`config.mk`:
```
export PLATFORM = sky130hd
export DESIGN_NAME = line_point_stepper_flat
export DESIGN_NICKNAME = d
export VERILOG_FILES = /design/src/design/lps_pkg.sv /design/src/design/lps_in_if.sv /design/src/design/lps_out_if.sv /design/src/design/lps_axis_setup.sv /design/src/design/lps_axis_step.sv /design/src/design/line_point_stepper.sv /design/src/flat_wrapper.sv
export SDC_FILE = /design/constraint.sdc
export NUM_CORES = 1
export LEC_CHECK = 0
export BUFFER_PORTS_ARGS = -buffer_cell sky130_fd_sc_hd__buf_4
export CORE_MARGIN = 4
export CORE_UTILIZATION = 35
export DETAILED_ROUTE_END_ITERATION = 10
export SYNTH_ARGS = -nofsm -noshare
export SYNTH_HDL_FRONTEND = slang
export SYNTH_SLANG_ARGS = --single-unit
export TNS_END_PERCENT = 1
```
`constraint.sdc`:
```
create_clock -name clk -period 7.4 [get_ports clk]
set_input_delay 1.11 -clock clk [delete_from_list [all_inputs] [get_ports clk]]
set_output_delay 1.11 -clock clk [all_outputs]
set_load 0.02 [all_outputs]
```
`src/design/lps_pkg.sv`:
```
// lps_pkg: shared types and constants for the line point stepper
// no dependencies; compile first

package lps_pkg;

  // width of every coordinate and color field on the channels
  localparam int FIELD_BITS = 16;

  // item command codes
  typedef enum logic {
    CMD_LOAD = 1'b0,
    CMD_STEP = 1'b1
  } cmd_t;

  // per-axis step, two's complement
  typedef enum logic [1:0] {
    DIR_NONE = 2'b00,
    DIR_UP   = 2'b01,
    DIR_DOWN = 2'b11
  } dir_t;

endpackage

```
`src/design/lps_in_if.sv`:
```
// lps_in_if: command channel into the line point stepper
// depends on lps_pkg

interface lps_in_if;
  import lps_pkg::*;

  logic                  valid;
  logic                  ready;
  logic                  command;
  logic [FIELD_BITS-1:0] start_x;
  logic [FIELD_BITS-1:0] start_y;
  logic [FIELD_BITS-1:0] end_x;
  logic [FIELD_BITS-1:0] end_y;

  modport source (output valid, command, start_x, start_y, end_x, end_y, input ready);
  modport sink   (input valid, command, start_x, start_y, end_x, end_y, output ready);
endinterface

```
`src/design/lps_out_if.sv`:
```
// lps_out_if: point channel out of the line point stepper
// depends on lps_pkg

interface lps_out_if;
  import lps_pkg::*;

  logic                  valid;
  logic                  ready;
  logic [FIELD_BITS-1:0] point_x;
  logic [FIELD_BITS-1:0] point_y;
  logic [FIELD_BITS-1:0] color;
  logic                  last;

  modport source (output valid, point_x, point_y, color, last, input ready);
  modport sink   (input valid, point_x, point_y, color, last, output ready);
endinterface

```
`src/design/lps_axis_setup.sv`:
```
// lps_axis_setup: absolute delta and step direction for one axis
// depends on lps_pkg

module lps_axis_setup #(
  parameter int COORD_BITS = 16
) (
  input  logic [COORD_BITS-1:0] from_c,
  input  logic [COORD_BITS-1:0] to_c,
  output logic [COORD_BITS-1:0] mag,
  output lps_pkg::dir_t         dir
);
  import lps_pkg::*;

  always_comb begin
    if (to_c > from_c) begin
      mag = to_c - from_c;
      dir = DIR_UP;
    end else if (to_c < from_c) begin
      mag = from_c - to_c;
      dir = DIR_DOWN;
    end else begin
      mag = '0;
      dir = DIR_NONE;
    end
  end
endmodule

```
`src/design/lps_axis_step.sv`:
```
// lps_axis_step: error update and coordinate move for one axis
// depends on lps_pkg

module lps_axis_step #(
  parameter int COORD_BITS = 16
) (
  input  logic [COORD_BITS-1:0] cur,
  input  logic [COORD_BITS+1:0] err,
  input  logic [COORD_BITS-1:0] mag,
  input  logic [COORD_BITS-1:0] major,
  input  lps_pkg::dir_t         dir,
  output logic [COORD_BITS-1:0] cur_next,
  output logic [COORD_BITS+1:0] err_next
);
  import lps_pkg::*;

  localparam int ERR_BITS = COORD_BITS + 2;

  logic [ERR_BITS-1:0] sum;
  logic [ERR_BITS-1:0] major_ext;

  assign sum       = err + ERR_BITS'(mag);
  assign major_ext = ERR_BITS'(major);

  always_comb begin
    err_next = sum;
    cur_next = cur;
    if (sum > major_ext) begin
      err_next = sum - major_ext;
      case (dir)
        DIR_UP:   cur_next = cur + COORD_BITS'(1);
        DIR_DOWN: cur_next = cur - COORD_BITS'(1);
        default:  cur_next = cur;
      endcase
    end
  end
endmodule

```
`src/design/line_point_stepper.sv`:
```
// line_point_stepper: line rasterizer, one point per step item taken on an active line
// an item is registered in the input stage on accept; a step item's point moves on
//   into the output register once free; the stepper loop is one add/compare per axis
// throughput: one item per cycle while the point sink does not stall the output
// reset: synchronous active-high rst clears all control and line state; pen_color is 0
// depends on lps_pkg, lps_in_if, lps_out_if, lps_axis_setup, lps_axis_step

module line_point_stepper #(
  parameter int COORD_BITS = 16
) (
  input  logic                            clk,
  input  logic                            rst,
  input  logic                            cfg_we,
  input  logic [lps_pkg::FIELD_BITS-1:0]  cfg_wdata,
  lps_in_if.sink                          items,
  lps_out_if.source                       points
);
  import lps_pkg::*;

  localparam int ERR_BITS = COORD_BITS + 2;
  localparam int CNT_BITS = COORD_BITS + 1;

  // pen color register, read when each point is produced
  logic [FIELD_BITS-1:0] pen_color;

  // input register stage
  logic                  s1_valid;
  cmd_t                  s1_cmd;
  logic [COORD_BITS-1:0] s1_sx, s1_sy, s1_ex, s1_ey;

  // line state
  logic [COORD_BITS-1:0] cur_x, cur_y;
  logic [COORD_BITS-1:0] abs_dx, abs_dy;
  dir_t                  dir_x, dir_y;
  logic [COORD_BITS-1:0] major_len;
  logic [ERR_BITS-1:0]   err_x, err_y;
  logic [CNT_BITS-1:0]   points_left;
  logic                  active;

  // output register
  logic                  out_valid;
  logic [FIELD_BITS-1:0] out_x, out_y, out_color;
  logic                  out_last;

  // handshake: the input stage moves on whenever the output register is free
  logic out_free, s1_go, in_take;

  assign out_free    = !out_valid || points.ready;
  assign s1_go       = s1_valid && out_free;
  assign items.ready = !s1_valid || out_free;
  assign in_take     = items.valid && items.ready;

  // load-time setup from the registered endpoints
  logic [COORD_BITS-1:0] set_dx, set_dy, set_major;
  dir_t                  set_dir_x, set_dir_y;

  lps_axis_setup #(.COORD_BITS(COORD_BITS)) u_setup_x (
    .from_c (s1_sx),
    .to_c   (s1_ex),
    .mag    (set_dx),
    .dir    (set_dir_x)
  );

  lps_axis_setup #(.COORD_BITS(COORD_BITS)) u_setup_y (
    .from_c (s1_sy),
    .to_c   (s1_ey),
    .mag    (set_dy),
    .dir    (set_dir_y)
  );

  assign set_major = (set_dx > set_dy) ? set_dx : set_dy;

  // per-point error update and move
  logic [COORD_BITS-1:0] step_x, step_y;
  logic [ERR_BITS-1:0]   step_err_x, step_err_y;

  lps_axis_step #(.COORD_BITS(COORD_BITS)) u_step_x (
    .cur      (cur_x),
    .err      (err_x),
    .mag      (abs_dx),
    .major    (major_len),
    .dir      (dir_x),
    .cur_next (step_x),
    .err_next (step_err_x)
  );

  lps_axis_step #(.COORD_BITS(COORD_BITS)) u_step_y (
    .cur      (cur_y),
    .err      (err_y),
    .mag      (abs_dy),
    .major    (major_len),
    .dir      (dir_y),
    .cur_next (step_y),
    .err_next (step_err_y)
  );

  logic is_load, is_point, final_point;

  assign is_load     = s1_go && (s1_cmd == CMD_LOAD);
  assign is_point    = s1_go && (s1_cmd == CMD_STEP) && active;
  assign final_point = (points_left == CNT_BITS'(1));

  // config register
  always_ff @(posedge clk) begin
    if (rst) begin
      pen_color <= '0;
    end else if (cfg_we) begin
      pen_color <= cfg_wdata;
    end
  end

  // input stage: valid bit plus payload, endpoint bits above COORD_BITS dropped
  always_ff @(posedge clk) begin
    if (rst) begin
      s1_valid <= 1'b0;
    end else if (items.ready) begin
      s1_valid <= items.valid;
    end
  end

  always_ff @(posedge clk) begin
    if (in_take) begin
      s1_cmd <= cmd_t'(items.command);
      s1_sx  <= items.start_x[COORD_BITS-1:0];
      s1_sy  <= items.start_y[COORD_BITS-1:0];
      s1_ex  <= items.end_x[COORD_BITS-1:0];
      s1_ey  <= items.end_y[COORD_BITS-1:0];
    end
  end

  // line state: a load restarts the line, a step advances it while active
  always_ff @(posedge clk) begin
    if (rst) begin
      cur_x       <= '0;
      cur_y       <= '0;
      abs_dx      <= '0;
      abs_dy      <= '0;
      dir_x       <= DIR_NONE;
      dir_y       <= DIR_NONE;
      major_len   <= '0;
      err_x       <= '0;
      err_y       <= '0;
      points_left <= '0;
      active      <= 1'b0;
    end else if (is_load) begin
      cur_x       <= s1_sx;
      cur_y       <= s1_sy;
      abs_dx      <= set_dx;
      abs_dy      <= set_dy;
      dir_x       <= set_dir_x;
      dir_y       <= set_dir_y;
      major_len   <= set_major;
      err_x       <= '0;
      err_y       <= '0;
      // major_len + 2 points, first one repeated
      points_left <= CNT_BITS'(set_major) + CNT_BITS'(2);
      active      <= 1'b1;
    end else if (is_point) begin
      cur_x       <= step_x;
      cur_y       <= step_y;
      err_x       <= step_err_x;
      err_y       <= step_err_y;
      points_left <= points_left - CNT_BITS'(1);
      // the flagged point ends the line, also for the longest one
      if (final_point) begin
        active <= 1'b0;
      end
    end
  end

  // output register: refilled whenever the input stage moves on
  always_ff @(posedge clk) begin
    if (rst) begin
      out_valid <= 1'b0;
    end else if (out_free) begin
      out_valid <= is_point;
    end
  end

  always_ff @(posedge clk) begin
    if (is_point) begin
      out_x     <= FIELD_BITS'(cur_x);
      out_y     <= FIELD_BITS'(cur_y);
      out_color <= pen_color;
      out_last  <= final_point;
    end
  end

  assign points.valid   = out_valid;
  assign points.point_x = out_x;
  assign points.point_y = out_y;
  assign points.color   = out_color;
  assign points.last    = out_last;
endmodule

```
`src/flat_wrapper.sv`:
```
// flat-port wrapper written by rule: the top's interface ports become plain ports
module line_point_stepper_flat import lps_pkg::*;
#(
  parameter int COORD_BITS = 16
)
  (clk, rst, cfg_we, cfg_wdata, items_valid, items_command, items_start_x, items_start_y, items_end_x, items_end_y, items_ready, points_valid, points_point_x, points_point_y, points_color, points_last, points_ready);
  lps_in_if items_i ();
  lps_out_if points_i ();
  input  logic clk;
  input  logic rst;
  input  logic cfg_we;
  input  logic [lps_pkg::FIELD_BITS-1:0] cfg_wdata;
  input wire logic [$bits(items_i.valid)-1:0] items_valid;
  input wire logic [$bits(items_i.command)-1:0] items_command;
  input wire logic [$bits(items_i.start_x)-1:0] items_start_x;
  input wire logic [$bits(items_i.start_y)-1:0] items_start_y;
  input wire logic [$bits(items_i.end_x)-1:0] items_end_x;
  input wire logic [$bits(items_i.end_y)-1:0] items_end_y;
  output wire logic [$bits(items_i.ready)-1:0] items_ready;
  output wire logic [$bits(points_i.valid)-1:0] points_valid;
  output wire logic [$bits(points_i.point_x)-1:0] points_point_x;
  output wire logic [$bits(points_i.point_y)-1:0] points_point_y;
  output wire logic [$bits(points_i.color)-1:0] points_color;
  output wire logic [$bits(points_i.last)-1:0] points_last;
  input wire logic [$bits(points_i.ready)-1:0] points_ready;
  assign items_i.valid = items_valid;
  assign items_i.command = items_command;
  assign items_i.start_x = items_start_x;
  assign items_i.start_y = items_start_y;
  assign items_i.end_x = items_end_x;
  assign items_i.end_y = items_end_y;
  assign items_ready = items_i.ready;
  assign points_valid = points_i.valid;
  assign points_point_x = points_i.point_x;
  assign points_point_y = points_i.point_y;
  assign points_color = points_i.color;
  assign points_last = points_i.last;
  assign points_i.ready = points_ready;
  line_point_stepper #(.COORD_BITS(COORD_BITS)) u_core (.clk(clk), .rst(rst), .cfg_we(cfg_we), .cfg_wdata(cfg_wdata), .items(items_i), .points(points_i));
endmodule
```
==> results of run 1 <==
-- layout by cell type, fill, tap and decap left out, types with 11 or more instances in the layout --
cell,Yosys,routed
a21oi_1,214,214
nor2_1,189,186
ha_1,172,172
buf_4,6,161
inv_1,157,156
dfxtp_1,156,156
nand2_1,152,152
edfxtp_1,114,114
o21ai_0,92,92
a211oi_1,72,72
xnor2_1,64,64
a21o_1,55,55
nand3_1,50,50
mux2i_1,48,48
nor3_1,44,44
clkbuf_16,0,32
xor2_1,27,27
nand2b_1,25,24
nand4_1,23,23
o211ai_1,23,23
nor2b_1,19,19
o21a_1,18,18
o21bai_1,18,18
and2_1,18,17
a22oi_1,14,14
a31oi_1,12,12
and3_1,11,11
-- registers in the layout (all words and copies together) (netlist names), 2 cells and up --
signal	flops
u_core.s1_sy	16
u_core.abs_dy	16
u_core.points_left	17
u_core.cur_x	16
u_core.pen_color	16
u_core.points.point_y	16
u_core.s1_ey	16
u_core.s1_ex	16
u_core.points.color	16
u_core.s1_sx	16
u_core.cur_y	16
u_core.abs_dx	16
u_core.err_x	18
u_core.major_len	16
u_core.err_y	18
u_core.points.point_x	16
u_core.dir_x	2
u_core.dir_y	2
-- through the flow --
stage | power, mW | worst slack, ns
6_report | 5.39 | 0.589
5_1_grt | 5.70 | 0.110
4_1_cts | 5.38 | 0.194
3_5_place_dp | 3.79 | 0.211
3_3_place_gp | 3.78 | 0.545
2_1_floorplan | 3.22 | 1.48
-- synth_stat cells (7+ instances only) --
master / n
o31a_1: 7
buf_2: 19
nor2_1: 189
nand4_1: 23
a31oi_1: 12
xnor2_1: 64
o21bai_1: 18
and2_1: 18
inv_1: 157
nor2b_1: 19
or2_2: 7
a211oi_1: 72
nor3_1: 44
nand2b_1: 25
nand2_1: 152
a221oi_1: 7
nand3b_1: 7
o21ai_0: 92
ha_1: 172
edfxtp_1: 114
o21a_1: 18
nor4_1: 7
nand3_1: 50
xor2_1: 27
clkbuf_1: 55
mux2i_1: 48
buf_1: 11
o211ai_1: 23
o21ai_1: 7
a21oi_1: 214
a21o_1: 55
dfxtp_1: 156
fa_1: 10
or4_1: 9
or3_1: 10
a22oi_1: 14
and3_1: 11
o221ai_1: 8
a21boi_0: 7
-- logic make-up after synthesis --
family	synth area share [%]
AO/OA/AOI/OAI	23.7
XOR/XNOR	4.31
adder cells (fa/ha/maj)	12.7
buffers and inverters	5.55
flip-flops	35.4
multiplexers	2.74
AND/OR/NAND/NOR	15.6
-- power by group through the flow --
stage | clock [mW] | combinational (mW) | sequential, mW
floorplan | 0 | 1.51 | 1.71
global placement | 0 | 2.04 | 1.73
detailed placement | 0 | 2.06 | 1.74
CTS | 1.61 | 2.07 | 1.70
global route | 1.66 | 2.32 | 1.71
finish | 1.56 | 2.12 | 1.71
-- layout make-up --
type                       instances  area share, %
clock buffer                      48           4.39
inverter                         157           2.79
clock inverter                     8          0.495
timing repair buffer             161           5.70
tap                              688           4.06
sequential                       270           30.8
multi-input combinational       1579           51.7
-- critical path, cell delays in order (launching register included) --
cell,delay (ns)
edfxtp_1,0.40
inv_1,0.08
ha_1,0.16
inv_1,0.06
fa_1,0.45
a211oi_2,0.31
o211ai_2,0.21
a211o_2,0.40
nand2_1,0.34
a32oi_1,0.19
a21oi_1,0.41
inv_1,0.09
ha_1,0.30
a21o_1,0.16
a21o_1,0.16
a21oi_1,0.15
o221a_2,0.28
or2_2,0.16
o311ai_4,0.21
nor2_2,0.45
nor2_1,0.07
a21oi_1,0.29
ha_1,0.33
nand4_1,0.11
mux2i_1,0.35
nand4_1,0.18
a2111oi_1,0.40
-- layer usage --
layer / GRT usage (%) / share of wire [%] / up-vias
met4: 4.83 / 2.4 / 0
met1: 25.0 / 45 / 7678
met3: 2.73 / 5.8 / 88
met2: 30.6 / 47 / 468
met5: 0 / 0 / -
li1: - / - / 7870
-- repair_timing --
action                                  4_1_cts  5_1_grt
endpoints found under the setup margin        0        6
gates resized for setup                       0        4
setup buffers                                 0        0
-- path summary, 6_finish.rpt --
path | end | cells after the start | start
min reg2reg | u_core.points.color[12] | 0 | u_core.pen_color[12]
max | u_core.points_left[13] | 26 | u_core.s1_ey[0]
min | u_core.points.color[12] | 0 | u_core.pen_color[12]
max reg2reg | u_core.points_left[13] | 26 | u_core.s1_ey[0]
==> impl_metrics.py, run 1 <==
metrics = {
    "place": {
        "place.gp.congestion": 0.926,
        "placed_cell_area_um2": 20200,
        "dp_hpwl_um": 40500,
        "dp_cells": 2855,
        "portBuffers": 136,
    },
    "detailed_routing": {
        "wl_per_cell_um": 18.6,
        "first_pass_iters": 7,
        "routed-via-count": 16100,
        "drt_first_iter_violations": 1356,
        "viasPerCell": 5.53,
        "ant_nets": 0,
        "wl_um": 54100,
        "drc": 0,
    },
    "synthesis": {
        "yosysTopAreaCellShare_pct": 18.5,
        "synth_edf_count": 114,
        "avgSynthCellArea_um2": 8.81,
        "ys_ff_latch": 270,
        "ys_seq_area_share_pct": 35.4,
        "synth.net_count": 2370,
        "yosysUniqueCellTypes": 102,
        "ys_warn_count": 0,
        "async_flop_share_pct": 0,
        "synth_top_area_cell": "edfxtp_1",
        "synth_area_leaders": "edfxtp_1, dfxtp_1, ha_1, a21oi_1, nor2_1",
        "synthCells": 2102,
        "synth_area_um2": 18500,
        "synth-main-ff-cell": "dfxtp_1",
    },
    "sta": {
        "post-route-min-period_ns": 6.81,
        "worstMarginPinSlew_ns": 1.16,
        "slew_headroom_pct": 22.4,
        "rsz0062_at_grt": "false",
        "setup_viol": 0,
        "fin_crit_sh_pct": 92.0,
        "final-hold-violation-count": 0,
        "fin_tns_setup_ns": 0,
        "fin_worst_skew_ns": 0.0134,
        "hold_ws_ns": 0.432,
        "max_freq_mhz": 147,
        "drv_slew": 0,
    },
    "pwr": {
        "leakagePower_nw": 8.91,
        "powerDensity_nw_per_um2": 254,
        "p_clk_share_pct": 29.0,
        "sw_frac_of_total_pct": 37.5,
        "p_int_mw": 3.37,
        "seqPwrFrac_pct": 31.7,
        "power_switching_mw": 2.02,
        "combPwrFrac_pct": 39.3,
        "peakVddDrop_mv": 0.185,
    },
    "grt": {
        "grt_max_degree": 88,
        "grt_pass1_vias": 15500,
        "grt-ovfl-total": 0,
        "track_usage_pct": 18.3,
        "grt_pass1_wl_um": 85000,
        "antenna_found_initial": 0,
    },
    "worst_setup_path": {
        "path_max_fanout": 14,
        "r2r_slack_ns": 0.59,
        "setup.worst_path.class": "reg -> reg",
        "cp.arrival_ns": 7.27,
        "end_kind": "flop",
        "crit_path_start_kind": "flop",
        "worstPathRequired_ns": 7.86,
    },
    "clock_tree": {
        "insertion_delay_ns": 0.58,
        "ctsHoldBuffers": 0,
        "cts.htree.levels": 1,
        "tritoncts": "built",
        "numClockSinks": 270,
        "root_buffer": "clkbuf_16",
        "path_clk_slew_ns": 0.06,
        "clock_path_buffers": 3,
        "cts_inserted_buffers": 30,
    },
    "floorplan": {
        "die_w_um": 238,
        "die_h_um": 238,
        "start_util_pct": 35.3,
        "ioPinCount": 137,
        "core-area_um2": 52400,
        "die_area_um2": 56600,
        "rows": 84,
    },
    "layout": {
        "multi_input_area_um2": 11000,
        "ff_latch_area_um2": 6550,
        "final_cell_area_um2": 21200,
        "final_nets": 2467,
        "fin_cells": 2911,
        "filler_cell_count": 5170,
        "fin_util_pct": 40.5,
        "syn2layout_area_growth_pct": 14.6,
        "antennaDiodeCount": 0,
        "post_route_cells_drive_above_1_share_pct": 11.9,
    },
    "job": {
        "cap_violations": 0,
    },
    "outcome": {
        "status": "finished clean",
    },
    "hold_path": {
        "hp-class": "reg -> reg",
    },
}
Note: power is estimated with default switching activity, not from simulation.
==> inputs of run 2 (changes only) <==
--- a/config.mk
+++ b/config.mk
@@ -9,6 +9,7 @@
 export CORE_MARGIN = 4
 export CORE_UTILIZATION = 35
 export DETAILED_ROUTE_END_ITERATION = 10
+export RECOVER_POWER = 50
 export SYNTH_ARGS = -nofsm -noshare
 export SYNTH_HDL_FRONTEND = slang
 export SYNTH_SLANG_ARGS = --single-unit
==> run 2 against run 1 <==
The run now ends with capacitance limit, slew limit left. Die area unchanged. Design area down 1.1%. Clock power about the same. Sequential share of layout area up 0.34 points. Clock-buffer cell count unchanged. Critical path type unchanged. Largest power group unchanged.
==> impl_metrics.py, run 2 (same netlist as run 1, synthesis figures left out) <==
metrics = {
    "outcome": {
        "status": "complete, but fails checks",
        "violations": "capacitance limit, slew limit",
    },
    "clock_tree": {
        "cts.htree.levels": 1,
        "postCtsSetupBuffers": 0,
        "clock_path_buffers": 3,
        "numClockSinks": 270,
        "cts_inserted_buffers": 30,
        "insertion_delay_ns": 0.59,
        "tritoncts": "built",
        "path_clk_slew_ns": 0.06,
        "root_buffer": "clkbuf_16",
    },
    "floorplan": {
        "rows": 84,
        "die_area_um2": 56600,
        "start_util_pct": 35.3,
        "core-area_um2": 52400,
        "ioPinCount": 137,
        "die_h_um": 238,
        "die_w_um": 238,
    },
    "hold_path": {
        "hold_end": "u_core.points.color[8]",
        "whs_path_depth": 0,
        "hp-class": "reg -> reg",
        "min_from": "u_core.pen_color[8]",
    },
    "layout": {
        "ff_latch_area_um2": 6550,
        "final_common_cell": "a21oi_1",
        "multi_input_area_um2": 11000,
        "layout_common_cells": "a21oi_1, nor2_1, ha_1",
        "syn2layout_area_growth_pct": 13.4,
        "filler_cell_count": 5220,
        "antennaDiodeCount": 0,
        "post_route_cells_drive_above_1_share_pct": 9.09,
        "fin_cells": 2911,
        "reg.largest.list": "u_core.err_x (18), u_core.err_y (18), u_core.points_left (17)",
        "final_nets": 2467,
    },
    "pwr": {
        "leakagePower_nw": 8.66,
        "seqPwrFrac_pct": 31.7,
        "p_int_mw": 3.37,
        "combPwrFrac_pct": 39.2,
        "powerDensity_nw_per_um2": 257,
        "sw_frac_of_total_pct": 37.5,
        "power_mw": 5.39,
        "p_clk_share_pct": 29.1,
        "peakVddDrop_mv": 0.185,
        "power_switching_mw": 2.02,
    },
    "sta": {
        "setup_viol": 0,
        "drv_slew": 180,
        "max_freq_mhz": 147,
        "worstMarginPinSlew_ns": 3.76,
        "fin_crit_sh_pct": 92.2,
        "slew_headroom_pct": -151,
        "rsz0062_at_grt": "false",
        "fin_worst_skew_ns": 0.0167,
        "final-hold-violation-count": 0,
        "post-route-min-period_ns": 6.82,
        "fin_tns_setup_ns": 0,
    },
    "worst_setup_path": {
        "cpMaxStageDelayCell": "fa_1",
        "crit_path_start_kind": "flop",
        "cp.arrival_ns": 7.24,
        "cp_slowest_stage_delay_ns": 0.45,
        "reg2regPathDepth": 26,
        "reg2reg_to": "u_core.points_left[13]",
        "worstPathRequired_ns": 7.82,
        "r2r_slack_ns": 0.58,
        "end_kind": "flop",
        "setup.worst_path.class": "reg -> reg",
        "r2r_start": "u_core.s1_ey[0]",
        "path_max_fanout": 14,
    },
    "grt": {
        "grt-ovfl-total": 0,
        "antenna_found_initial": 0,
        "track_usage_pct": 18.3,
        "grt_pass1_wl_um": 85000,
        "grt_pass1_vias": 15500,
        "grt_max_degree": 88,
    },
    "detailed_routing": {
        "first_pass_iters": 6,
        "routed-via-count": 16100,
        "viasPerCell": 5.54,
        "drt_first_iter_violations": 1317,
        "ant_nets": 0,
        "wl_um": 54100,
        "wl_per_cell_um": 18.6,
        "drc": 0,
    },
    "job": {
        "cap_violations": 3,
    },
    "place": {
        "portBuffers": 136,
        "place.gp.congestion": 0.926,
        "dp_hpwl_um": 40500,
        "dp_cells": 2855,
    },
}
[run 2: cell types whose count changed in the layout (fill, tap and decap cells not counted), sizes merged]
| cell | change |
|---|---|
| buf | -118 |
| clkbuf | +118 |
[run 2: cell type report]
type	count	share of cell area (%)
Multi-Input combinational cell	1579	52.3
Sequential cell	270	31.2
Timing Repair Buffer	161	4.65
Clock buffer	48	4.44
Tap cell	688	4.10
Inverter	157	2.82
Clock inverter	8	0.501
[run 2: power groups by stage]
stage / combinational [mW] / sequential (mW) / clock (mW)
2_1_floorplan: 1.51 / 1.71 / 0
3_3_place_gp: 2.04 / 1.73 / 0
3_5_place_dp: 2.06 / 1.74 / 0
4_1_cts: 2.07 / 1.70 / 1.61
5_1_grt: 2.32 / 1.72 / 1.66
6_report: 2.11 / 1.71 / 1.57
[run 2: critical path, delay by kind of cell (launching register included)]
family / cells / cell delay, ns
compound gates: 12 / 3.11
simple gates: 6 / 1.31
fa+ha+maj: 4 / 1.24
flops: 1 / 0.40
mux: 1 / 0.36
buf+inv: 3 / 0.23
[run 2: worst max path at each step]
stage,from,endpoint,slack (ns),depth (start not counted)
6_report,u_core.s1_ey[0],u_core.points_left[13],0.58,26
5_1_grt,u_core.s1_sy[14],u_core.points_left[13],0.07,24
4_1_cts,u_core.s1_sx[3],u_core.points_left[13],0.19,21
3_5_place_dp,u_core.s1_sx[3],u_core.points_left[13],0.21,21
3_3_place_gp,u_core.s1_sx[4],u_core.points_left[13],0.55,21
2_1_floorplan,u_core.s1_ey[0],u_core.points_left[13],1.48,29
[run 2: per-stage QoR]
| stage | hold slack (ns) | instance area [um^2] | setup slack, ns | util (%) |
|---|---|---|---|---|
| 2_1_floorplan | 0.408 | 18500 | 1.48 | - |
| 3_3_place_gp | 0.409 | 20200 | 0.545 | 38.5 |
| 3_5_place_dp | 0.418 | 20200 | 0.211 | 38.5 |
| 4_1_cts | 0.432 | 21200 | 0.194 | 40.4 |
| 5_1_grt | 0.443 | 21000 | 0.0730 | 40.0 |
| 6_report | 0.432 | 21000 | 0.576 | 40.0 |
[run 2: timing repair]
action	CTS	global route
hold buffers	0	0
endpoints found under the setup margin	0	6
gates resized for setup	0	4
[run 2: routing by layer]
layer	track usage [%]	wire length (um)	vias up
met1	25.0	24400	7736
li1	-	-	7867
met5	0	0	-
met4	4.83	1250	0
met3	2.73	3080	85
met2	30.6	25300	440
